[config.mk]
export PLATFORM = sky130hd
export DESIGN_NAME = motor_position_p_controller
export DESIGN_NICKNAME = d
export VERILOG_FILES = /design/src/rtl/pmc_pkg.sv /design/src/rtl/pmc_mul.sv /design/src/rtl/pmc_div.sv /design/src/rtl/motor_position_p_controller.sv
export SDC_FILE = /design/constraint.sdc
export NUM_CORES = 1
export LEC_CHECK = 0
export BUFFER_PORTS_ARGS = -buffer_cell sky130_fd_sc_hd__buf_2
export CAP_MARGIN = 20
export CORE_ASPECT_RATIO = 1.75
export CORE_MARGIN = 2
export CORE_UTILIZATION = 55
export CTS_CLUSTER_DIAMETER = 100
export DETAILED_ROUTE_END_ITERATION = 16
export GPL_ROUTABILITY_DRIVEN = 0
export GPL_TIMING_DRIVEN = 1
export PLACE_DENSITY = 0.83
export SLEW_MARGIN = 20
export SYNTH_ARGS = -nofsm -noshare
export SYNTH_HDL_FRONTEND = slang
export SYNTH_SLANG_ARGS = --single-unit
[constraint.sdc]
create_clock -name clk -period 5.45 [get_ports clk]
set_input_delay 1.09 -clock clk [delete_from_list [all_inputs] [get_ports clk]]
set_output_delay 1.09 -clock clk [all_outputs]
set_load 0.02 [all_outputs]
[src/rtl/pmc_pkg.sv]
package pmc_pkg;

  // field widths
  localparam int ANGLE_W = 13;
  localparam int TURN_W  = 15;
  localparam int POS_W   = 29;
  localparam int STAMP_W = 32;
  localparam int GAIN_W  = 16;
  localparam int LIM_W   = 15;
  localparam int CUR_W   = 16;
  localparam int VEL_W   = 31;
  localparam int ERR_W   = 14;

  localparam int HALF_TURN = 4096;

  // velocity scale: 1920000000 / counts per turn
  localparam int VEL_SCALE = 234375;

  // serial multiplier: MUL_A_W x MUL_B_W bits, one multiplier bit per cycle
  localparam int MUL_A_W   = 18;
  localparam int MUL_B_W   = 13;
  localparam int MUL_P_W   = MUL_A_W + MUL_B_W;
  localparam int MUL_CNT_W = $clog2(MUL_B_W);

  // serial restoring divider: one quotient bit per cycle
  localparam int DIV_N_W   = 30;
  localparam int DIV_D_W   = 31;
  localparam int DIV_CNT_W = $clog2(DIV_N_W);

  // configuration register indexes
  localparam int CFG_IDX_W  = 2;
  localparam int CFG_DATA_W = 16;
  localparam logic [CFG_IDX_W-1:0] CFG_RUN_GAIN    = 2'd0;
  localparam logic [CFG_IDX_W-1:0] CFG_HOLD_GAIN   = 2'd1;
  localparam logic [CFG_IDX_W-1:0] CFG_MAX_CURRENT = 2'd2;

  typedef enum logic [2:0] {
    S_IDLE,
    S_CALC,
    S_MSTART,
    S_MUL,
    S_DIV,
    S_DONE
  } state_t;

endpackage

[src/rtl/pmc_mul.sv]
module pmc_mul (
  input  logic                        clk,
  input  logic                        rst,
  input  logic                        start,
  input  logic [pmc_pkg::MUL_A_W-1:0] a,
  input  logic [pmc_pkg::MUL_B_W-1:0] b,
  output logic                        done,
  output logic [pmc_pkg::MUL_P_W-1:0] p
);
  import pmc_pkg::*;

  localparam logic [MUL_CNT_W-1:0] LAST = MUL_CNT_W'(MUL_B_W - 1);

  logic                 busy;
  logic [MUL_CNT_W-1:0] cnt;
  logic [MUL_A_W-1:0]   mcand;
  logic [MUL_B_W-1:0]   mplier;
  logic [MUL_P_W-1:0]   acc;
  logic [MUL_A_W:0]     sum;

  // add the multiplicand into the upper part, then shift right one bit
  assign sum = {1'b0, acc[MUL_P_W-1:MUL_B_W]} + (mplier[0] ? {1'b0, mcand} : '0);
  assign p   = acc;

  always_ff @(posedge clk) begin
    if (rst) begin
      busy <= 1'b0;
      done <= 1'b0;
      cnt  <= '0;
    end else begin
      done <= 1'b0;
      if (start) begin
        busy <= 1'b1;
        cnt  <= '0;
      end else if (busy) begin
        cnt <= cnt + 1'b1;
        if (cnt == LAST) begin
          busy <= 1'b0;
          done <= 1'b1;
        end
      end
    end
  end

  always_ff @(posedge clk) begin
    if (start) begin
      mcand  <= a;
      mplier <= b;
      acc    <= '0;
    end else if (busy) begin
      acc    <= {sum, acc[MUL_B_W-1:1]};
      mplier <= mplier >> 1;
    end
  end

endmodule

[src/rtl/pmc_div.sv]
module pmc_div (
  input  logic                        clk,
  input  logic                        rst,
  input  logic                        start,
  input  logic [pmc_pkg::DIV_N_W-1:0] dividend,
  input  logic [pmc_pkg::DIV_D_W-1:0] divisor,
  output logic                        done,
  output logic [pmc_pkg::DIV_N_W-1:0] quotient
);
  import pmc_pkg::*;

  localparam logic [DIV_CNT_W-1:0] LAST = DIV_CNT_W'(DIV_N_W - 1);

  logic                 busy;
  logic [DIV_CNT_W-1:0] cnt;
  logic [DIV_D_W-1:0]   rem;
  logic [DIV_D_W-1:0]   dvsr;
  logic [DIV_N_W-1:0]   quo;
  logic [DIV_D_W+1:0]   trial;

  // remainder stays below the divisor, so one extra bit plus a sign bit suffice
  assign trial    = {1'b0, rem, quo[DIV_N_W-1]} - {2'b00, dvsr};
  assign quotient = quo;

  always_ff @(posedge clk) begin
    if (rst) begin
      busy <= 1'b0;
      done <= 1'b0;
      cnt  <= '0;
    end else begin
      done <= 1'b0;
      if (start) begin
        busy <= 1'b1;
        cnt  <= '0;
      end else if (busy) begin
        cnt <= cnt + 1'b1;
        if (cnt == LAST) begin
          busy <= 1'b0;
          done <= 1'b1;
        end
      end
    end
  end

  always_ff @(posedge clk) begin
    if (start) begin
      rem  <= '0;
      quo  <= dividend;
      dvsr <= divisor;
    end else if (busy) begin
      if (!trial[DIV_D_W+1]) begin
        rem <= trial[DIV_D_W-1:0];
      end else begin
        rem <= {rem[DIV_D_W-2:0], quo[DIV_N_W-1]};
      end
      quo <= {quo[DIV_N_W-2:0], ~trial[DIV_D_W+1]};
    end
  end

endmodule

[src/rtl/motor_position_p_controller.sv]
// Proportional position controller for one encoder axis. Each input transaction carries an
// encoder angle (8192 counts a turn), an optional microsecond timestamp, a multi-turn target,
// a current limit and a hold/run flag; each one yields exactly one output transaction with the
// drive current, the unwrapped position and a velocity in 1/32 rpm with its valid flag.
// Items are handled one at a time. Without a velocity an item goes from acceptance through
// the unwrap and fold step, the multiplier start, the bit-serial multiplication over the 13
// multiplier bits with its done flag, the output register load and the return to idle. A valid
// velocity adds the bit-serial divider over the 30 quotient bits, with its done flag, before
// the load. The finished result sits in an output register, so the next item is accepted
// while it waits to be taken; only a result still held there stalls the finishing step, for
// as long as it is not taken. Configuration writes (index 0 run gain Q8.8, 1 hold gain Q8.8,
// 2 max current; other indexes ignored) are always ready; the user must keep them to idle
// periods, which the block itself does not enforce. Reset values: run gain 8.0, hold gain
// 2.0, max current 12000, tracking state cleared; the first item seeds the previous angles.
module motor_position_p_controller (
  input  logic                           clk,
  input  logic                           rst,
  // input stream
  input  logic                           s_tvalid,
  output logic                           s_tready,
  // enc_angle[12:0], stamp_us[44:13], target_pos[73:45], item_limit[88:74], zero pad
  input  logic [95:0]                    s_tdata,
  // stamp_valid[0], hold_mode[1]
  input  logic [1:0]                     s_tuser,
  // output stream
  output logic                           m_tvalid,
  input  logic                           m_tready,
  // drive_current[15:0], position[44:16], velocity[75:45], zero pad
  output logic [79:0]                    m_tdata,
  // velocity_valid[0]
  output logic [0:0]                     m_tuser,
  // configuration write channel
  input  logic                           cfg_valid,
  output logic                           cfg_ready,
  input  logic [pmc_pkg::CFG_IDX_W-1:0]  cfg_index,
  input  logic [pmc_pkg::CFG_DATA_W-1:0] cfg_data
);
  import pmc_pkg::*;

  // fold a difference into [-half turn, +half turn]; exactly +-half is kept
  function automatic logic [ERR_W-1:0] fold_turn(input logic [29:0] d);
    logic [ANGLE_W-1:0] r;
    r = d[ANGLE_W-1:0];
    if (r == ANGLE_W'(HALF_TURN)) begin
      fold_turn = d[29] ? ERR_W'(-HALF_TURN) : ERR_W'(HALF_TURN);
    end else begin
      fold_turn = {r[ANGLE_W-1], r};
    end
  endfunction

  state_t state, state_next;

  // configuration registers
  logic [GAIN_W-1:0] run_gain;
  logic [GAIN_W-1:0] hold_gain;
  logic [LIM_W-1:0]  max_current;

  // latched input item
  logic [ANGLE_W-1:0] enc_angle;
  logic               stamp_valid;
  logic [STAMP_W-1:0] stamp_us;
  logic [POS_W-1:0]   target_pos;
  logic [LIM_W-1:0]   item_limit;
  logic               hold_mode;

  // tracking state
  logic               seeded;
  logic [ANGLE_W-1:0] prev_angle;
  logic [ANGLE_W-1:0] vel_base_angle;
  logic [STAMP_W-1:0] last_stamp;
  logic               stamp_seen;
  logic [TURN_W-1:0]  turn_count;

  // per-item intermediate results
  logic [ERR_W-1:0]   err;
  logic [ERR_W-1:0]   da;
  logic [DIV_D_W-1:0] dt;
  logic               vel_ok;
  logic [POS_W-1:0]   position;
  logic [LIM_W-1:0]   lim;
  logic [GAIN_W-1:0]  gain;

  // unwrap and fold logic
  logic [ANGLE_W-1:0]      la;
  logic [ANGLE_W-1:0]      vb;
  logic signed [ERR_W-1:0] step;
  logic [TURN_W-1:0]       turn_next;
  logic [POS_W-1:0]        pos_run;
  logic [POS_W-1:0]        pos_hold;
  logic [29:0]             d_err;
  logic [ERR_W-1:0]        d_ang;
  logic [STAMP_W-1:0]      dt_full;
  logic                    vel_ok_next;
  logic [LIM_W-1:0]        lim_next;

  // serial units
  logic                 mul_start;
  logic                 div_start;
  logic                 cur_done;
  logic                 vel_done;
  logic                 div_done;
  logic [MUL_P_W-1:0]   cur_prod;
  logic [MUL_P_W-1:0]   vel_prod;
  logic [DIV_N_W-1:0]   vel_quo;
  logic [ERR_W-1:0]     err_abs;
  logic [ERR_W-1:0]     da_abs;

  // result shaping
  logic [LIM_W-1:0] mag_cl;
  logic [CUR_W-1:0] drive_current;
  logic [VEL_W-1:0] velocity;
  logic             out_load;

  assign cfg_ready = 1'b1;

  always_ff @(posedge clk) begin
    if (rst) begin
      run_gain    <= GAIN_W'(2048);
      hold_gain   <= GAIN_W'(512);
      max_current <= LIM_W'(12000);
    end else if (cfg_valid) begin
      unique case (cfg_index)
        CFG_RUN_GAIN:    run_gain    <= cfg_data;
        CFG_HOLD_GAIN:   hold_gain   <= cfg_data;
        CFG_MAX_CURRENT: max_current <= cfg_data[LIM_W-1:0];
        default: ;
      endcase
    end
  end

  // input transaction latch
  always_ff @(posedge clk) begin
    if (s_tvalid && s_tready) begin
      enc_angle   <= s_tdata[12:0];
      stamp_us    <= s_tdata[44:13];
      target_pos  <= s_tdata[73:45];
      item_limit  <= s_tdata[88:74];
      stamp_valid <= s_tuser[0];
      hold_mode   <= s_tuser[1];
    end
  end

  // unwrap, fold and qualify the velocity during the calculation state
  always_comb begin
    // the first item seeds the previous angles
    la        = seeded ? prev_angle : enc_angle;
    vb        = seeded ? vel_base_angle : enc_angle;
    step      = $signed({1'b0, enc_angle}) - $signed({1'b0, la});
    turn_next = turn_count;
    if (step > $signed(ERR_W'(HALF_TURN))) begin
      turn_next = turn_count - 1'b1;
    end else if (step < $signed(ERR_W'(-HALF_TURN))) begin
      turn_next = turn_count + 1'b1;
    end
    pos_run  = {turn_next[TURN_W-1], turn_next, enc_angle};
    pos_hold = {turn_count[TURN_W-1], turn_count, la};
    if (hold_mode) begin
      d_err = {target_pos[POS_W-1], target_pos} - {17'b0, enc_angle};
    end else begin
      d_err = {target_pos[POS_W-1], target_pos} - {pos_run[POS_W-1], pos_run};
    end
    d_ang       = {1'b0, enc_angle} - {1'b0, vb};
    dt_full     = stamp_us - last_stamp;
    // signed stamp delta must be positive
    vel_ok_next = !hold_mode && stamp_valid && stamp_seen && !dt_full[STAMP_W-1] &&
                  (dt_full != '0);
    lim_next    = (item_limit < max_current) ? item_limit : max_current;
  end

  always_ff @(posedge clk) begin
    if (rst) begin
      seeded         <= 1'b0;
      prev_angle     <= '0;
      vel_base_angle <= '0;
      last_stamp     <= '0;
      stamp_seen     <= 1'b0;
      turn_count     <= '0;
    end else if (state == S_CALC) begin
      seeded <= 1'b1;
      // the first item seeds both angles in either mode
      if (!seeded || !hold_mode) begin
        prev_angle <= enc_angle;
      end
      if (!seeded || (!hold_mode && stamp_valid)) begin
        vel_base_angle <= enc_angle;
      end
      if (!hold_mode) begin
        turn_count <= turn_next;
        if (stamp_valid) begin
          last_stamp <= stamp_us;
          stamp_seen <= 1'b1;
        end
      end
    end
  end

  always_ff @(posedge clk) begin
    if (state == S_CALC) begin
      err      <= fold_turn(d_err);
      da       <= fold_turn({{16{d_ang[ERR_W-1]}}, d_ang});
      dt       <= dt_full[DIV_D_W-1:0];
      vel_ok   <= vel_ok_next;
      position <= hold_mode ? pos_hold : pos_run;
      lim      <= lim_next;
      gain     <= hold_mode ? hold_gain : run_gain;
    end
  end

  // magnitudes go through the serial units, signs are put back at the end
  assign err_abs = err[ERR_W-1] ? ERR_W'(-err) : err;
  assign da_abs  = da[ERR_W-1] ? ERR_W'(-da) : da;

  pmc_mul u_cur_mul (
    .clk   (clk),
    .rst   (rst),
    .start (mul_start),
    .a     ({2'b00, gain}),
    .b     (err_abs[MUL_B_W-1:0]),
    .done  (cur_done),
    .p     (cur_prod)
  );

  pmc_mul u_vel_mul (
    .clk   (clk),
    .rst   (rst),
    .start (mul_start),
    .a     (MUL_A_W'(VEL_SCALE)),
    .b     (da_abs[MUL_B_W-1:0]),
    .done  (vel_done),
    .p     (vel_prod)
  );

  pmc_div u_vel_div (
    .clk      (clk),
    .rst      (rst),
    .start    (div_start),
    .dividend (vel_prod[DIV_N_W-1:0]),
    .divisor  (dt),
    .done     (div_done),
    .quotient (vel_quo)
  );

  // Q8.8 product scaled down on its magnitude truncates toward zero, then clamp
  always_comb begin
    if (cur_prod[MUL_P_W-1:8] > {8'b0, lim}) begin
      mag_cl = lim;
    end else begin
      mag_cl = cur_prod[LIM_W+7:8];
    end
    drive_current = err[ERR_W-1] ? CUR_W'(-{1'b0, mag_cl}) : {1'b0, mag_cl};
    if (!vel_ok) begin
      velocity = '0;
    end else if (da[ERR_W-1]) begin
      velocity = VEL_W'(-{1'b0, vel_quo});
    end else begin
      velocity = {1'b0, vel_quo};
    end
  end

  always_ff @(posedge clk) begin
    if (rst) begin
      state <= S_IDLE;
    end else begin
      state <= state_next;
    end
  end

  always_comb begin
    state_next = state;
    s_tready   = 1'b0;
    mul_start  = 1'b0;
    div_start  = 1'b0;
    out_load   = 1'b0;
    unique case (state)
      S_IDLE: begin
        s_tready = 1'b1;
        if (s_tvalid) begin
          state_next = S_CALC;
        end
      end
      S_CALC: begin
        state_next = S_MSTART;
      end
      S_MSTART: begin
        mul_start  = 1'b1;
        state_next = S_MUL;
      end
      S_MUL: begin
        if (cur_done) begin
          if (vel_ok) begin
            div_start  = 1'b1;
            state_next = S_DIV;
          end else begin
            state_next = S_DONE;
          end
        end
      end
      S_DIV: begin
        if (div_done) begin
          state_next = S_DONE;
        end
      end
      S_DONE: begin
        // wait for the output register to free up
        if (!m_tvalid || m_tready) begin
          out_load   = 1'b1;
          state_next = S_IDLE;
        end
      end
      default: begin
        state_next = S_IDLE;
      end
    endcase
  end

  // output register
  always_ff @(posedge clk) begin
    if (rst) begin
      m_tvalid <= 1'b0;
    end else if (out_load) begin
      m_tvalid <= 1'b1;
    end else if (m_tready) begin
      m_tvalid <= 1'b0;
    end
  end

  always_ff @(posedge clk) begin
    if (out_load) begin
      m_tdata <= {4'b0, velocity, position, drive_current};
      m_tuser <= vel_ok;
    end
  end

`ifndef SYNTH
  // a result only appears after the finishing step
  a_out_from_done: assert property (@(posedge clk) disable iff (rst)
    $rose(m_tvalid) |-> $past(state == S_DONE))
    else $error("output valid rose outside the finishing step");

  // both multipliers run in lockstep
  a_mul_lockstep: assert property (@(posedge clk) disable iff (rst)
    cur_done == vel_done)
    else $error("multiplier done pulses out of step");

  // an invalid velocity is reported as zero
  a_vel_zero: assert property (@(posedge clk) disable iff (rst)
    (m_tvalid && !m_tuser[0]) |-> (m_tdata[75:45] == '0))
    else $error("nonzero velocity without velocity_valid");
`endif

endmodule
==> results by stage <==
Run status:
- The run finished with clean final reports.

Critical path:
- For the worst flop-to-flop path, the logic depth is 26.
- The maximum fanout along the worst path is 19.
- The critical path in this run is classified as reg -> reg.
- STA puts the critical path data required time at just under 6 ns.
- The endpoint of the worst setup timing path is err[13].
- The worst register-to-register path begins at seeded.
- The worst setup path is captured at a flip-flop.
- The worst endpoint data arrival time is 5.71 ns.
- The worst register-to-register path has a setup slack of about 0.21 ns.
- The startpoint class of the critical path is a flip-flop.
- The terminus of the critical flop-to-flop path is err[13].
- The startpoint of the worst setup timing path is seeded.

Pwr:
- In this run the static leakage power is ~0.014 uW.
- The completed layout was analyzed and its total power is 12800 uW.
- Power spread over the standard cell area amounts to roughly 360 mW/mm^2.
- Across the VDD grid, the largest voltage drop is between 300 and 400 uV.

Global route:
- Entering global routing, the biggest net connects a little under 80 pins.
- The via count of the first global-routing pass is between 20000 and 25000.
- For this run, the total global-route usage over all layers was measured as 0.232.
- The number of antenna violations at the first check in global routing is 2.
- The overflow left after global routing is 0.
- The global-route wire length before repair is ~110 mm.

Worst hold path:
- The type of the tightest min-delay check is reg -> reg.

Routing:
- For this block, the via count after detailed routing is approximately 24000.
- The post-route DRC violation count is 0.
- Summed over all layers, the routed wires come to between 60 and 70 mm.
- Using the TritonRoute via totals, the vias-per-cell ratio works out to roughly 5.7.
- Dividing the detail-routed wire length by the instance count gives between 15 and 20 um.
- The detailed router finished its first iteration with 1592 violations.
- The count of nets left with antenna violations once routing finished came out at 0.
- The first-pass iteration count of the detailed router is 6.

Synthesis:
- The most frequently used cell type in the post-synthesis netlist is nand2_1.
- The number of enable-type register cells in the synthesized netlist is slightly below 400.
- The number of register bits inferred by synthesis is between 600 and 700.
- edfxtp_1 takes more of the synthesized area than any other cell.
- The count of yosys warnings during synthesis is 0.
- Of the post-synthesis cell area, the dominant cell type holds 0.366.
- The number of different library cells used by synthesis comes to 80.
- In the synthesized netlist the async set-or-reset flop fraction comes to 0.
- A synthesized cell averages ~10 sq um.
- Synthesis produced a netlist whose cell count is about 3200.
- The sequential cell area fraction in the yosys report is 0.509.
- After synthesis the cells add up to about 0.032 sq mm.
- The most used flip-flop cell after synthesis is edfxtp_1.
- By area the synthesized netlist is led by edfxtp_1 37%, dfxtp_1 14%, ha_1 7.2%, nand2_1 4.9%, a21oi_1 4.2%.
- The commonest cells after synthesis are 416 x nand2_1, 389 x edfxtp_1, 269 x a21oi_1.

Floorplanning:
- The die covers 0.0601 sq mm.
- The initial utilization of the core area, before any placement, comes to 0.557.
- The initialized floorplan defines ~120 standard-cell rows.
- The overall die height is 323 um.
- The core box area is about 0.057 sq mm.
- During I/O placement, the number of pins put on the boundary was 205.
- The die is roughly 190 um wide.

STA:
- The minimum clock period is around 5.2 ns.
- On the final layout, the worst clock skew is 0.0321 ns.
- The final hold violation count is 0.
- The final worst hold slack is 0.418 ns.
- For the pin with the worst max-slew slack, the measured transition is ~1.1 ns.
- Dividing the final minimum period by the clock period gives 0.961.
- The maximum achievable frequency is roughly 190 MHz.
- The worst slew slack as a fraction of its limit is 0.290.
- Setup violations remaining at the end of the flow were counted as 0.
- The final number of max-transition violations is 0.

Clocking:
- The post-cts hold buffer count is 0.
- CTS built an H-tree with a depth of 2.
- CTS saw 618 sinks.
- TritonCTS built the clock tree.
- The number of clock buffers added by TritonCTS is 55.
- The clock tree root driver cell is clkbuf_16.
- The later-pin clock latency in the skew report is about 0.63 ns.
- The clock-pin slew on the worst setup and hold paths is ~0.070 ns.
- Counting along the longest clock path gives a buffer depth of 3.

Flow run:
- The max-cap violation count is 0.

Place:
- Detailed placement finished with a half-perimeter wire length of ~50 mm.
- Input and output buffers added on the ports amount to between 150 and 200.

Finish:
- In the final layout, the share of cells above drive strength 1 is 0.129.
- The filler cells instantiated in the layout total 4487.
- The area growth from synthesis to layout is 11.9%.
- The final-stage net count is between 3000 and 4000.
==> layout by cell type (no fill, tap or decap), types with 118 or more instances in the layout <==
cell type / n
edfxtp_1: 389
inv_1: 175
o21ai_0: 160
nor2_1: 220
a21oi_1: 266
dfxtp_1: 226
ha_1: 184
buf_2: 191
nand2_1: 415
xnor2_1: 118
==> stage by stage <==
step                setup WS [ns]  setup TNS [ns]  instances  instance area, sq um  utilization
finish                      0.210               0       4140                 35700        0.624
global route              -0.0689         -0.0689       4140                 35700        0.624
CTS                        0.0779               0       4136                 35600        0.621
detailed placement        -0.0504         -0.0504       4032                 33700        0.588
global placement           0.0973               0       4032                 33700        0.588
floorplan                   0.178               0       3165                 32000            -
==> sequential cells by signal (all words and copies together), names as in the netlist, 28 cells and up <==
register and count:
dt 31, last_stamp 32, u_vel_div.rem 31, u_vel_div.quotient 30, u_vel_mul.p 31, u_vel_div.dvsr 31
position 28, target_pos 29, m_tdata 75, stamp_us 32
==> cell type report <==
class	count	area, sq um	area share
diodes	1	2.50	0.0000700
clock buffers	78	1630	0.0455
clock inverters	26	273	0.00763
inverters	179	674	0.0189
multi-input cells	2233	14600	0.409
flip-flops and latches	618	16300	0.455
well taps	767	960	0.0268
repair buffers	238	1340	0.0374
==> worst min-delay path by stage <==
stage	startpoint	end	slack (ns)	depth (start not counted)
2_1_floorplan	position[0]	m_tdata[16]	0.40	0
3_3_place_gp	dt[5]	u_vel_div.dvsr[5]	0.40	0
3_5_place_dp	position[2]	m_tdata[18]	0.40	0
4_1_cts	dt[22]	u_vel_div.dvsr[22]	0.42	0
5_1_grt	position[2]	m_tdata[18]	0.42	0
6_report	gain[9]	u_cur_mul.mcand[9]	0.42	0
==> metal layers <==
layer,GRT usage,vias to the layer above,part of all wire
met2,0.442,660,0.54
met3,0.0306,228,0.042
li1,-,11500,-
met5,0,-,0.00025
met4,0.128,2,0.055
met1,0.240,11200,0.36
==> critical path, stage by stage, from the launching register on <==
cell,delay (ns)
dfxtp_4,0.40
buf_4,0.17
buf_12,0.15
nor2_1,0.06
a21oi_1,0.21
ha_4,0.27
nand3_1,0.08
a21oi_1,0.09
o31a_1,0.32
or4_1,0.48
a221o_1,0.37
nand2_1,0.12
buf_12,0.14
o21bai_2,0.09
xor2_1,0.14
nand2b_1,0.08
ha_1,0.29
a21o_1,0.18
a21o_1,0.17
a21oi_1,0.14
nor2b_1,0.07
o21ai_1,0.17
nand2_1,0.10
a21oi_2,0.23
o211ai_1,0.14
mux2i_2,0.25
o41a_1,0.17
==> cell families (layout without fill, tap and decap cells) <==
kind of cell               after synthesis  in the layout  share of synthesized area
DFF                                    618            618                      0.509
AOI/OAI and AO/OA                      696            696                      0.133
buffers and inverters                  314            521                     0.0384
muxes                                  126            126                     0.0413
xor gates and xnor gates               189            189                     0.0518
and+or+nand+nor                       1025           1025                      0.150
other                                    2              6                   0.000235
adders and majority gates              192            192                     0.0768
==> repair_timing <==
item                       CTS  global route
setup endpoints to repair    1             1
gates resized for setup      4            28
setup buffers                0             3
pin swaps                    0             7
gates cloned                 0             0
==> where the power goes <==
part | switching, uW | internal [uW]
Sequential | 323 | 5490
Clock | 1770 | 2250
Combinational | 1740 | 1230
Note: power is estimated with default switching activity, not from simulation.
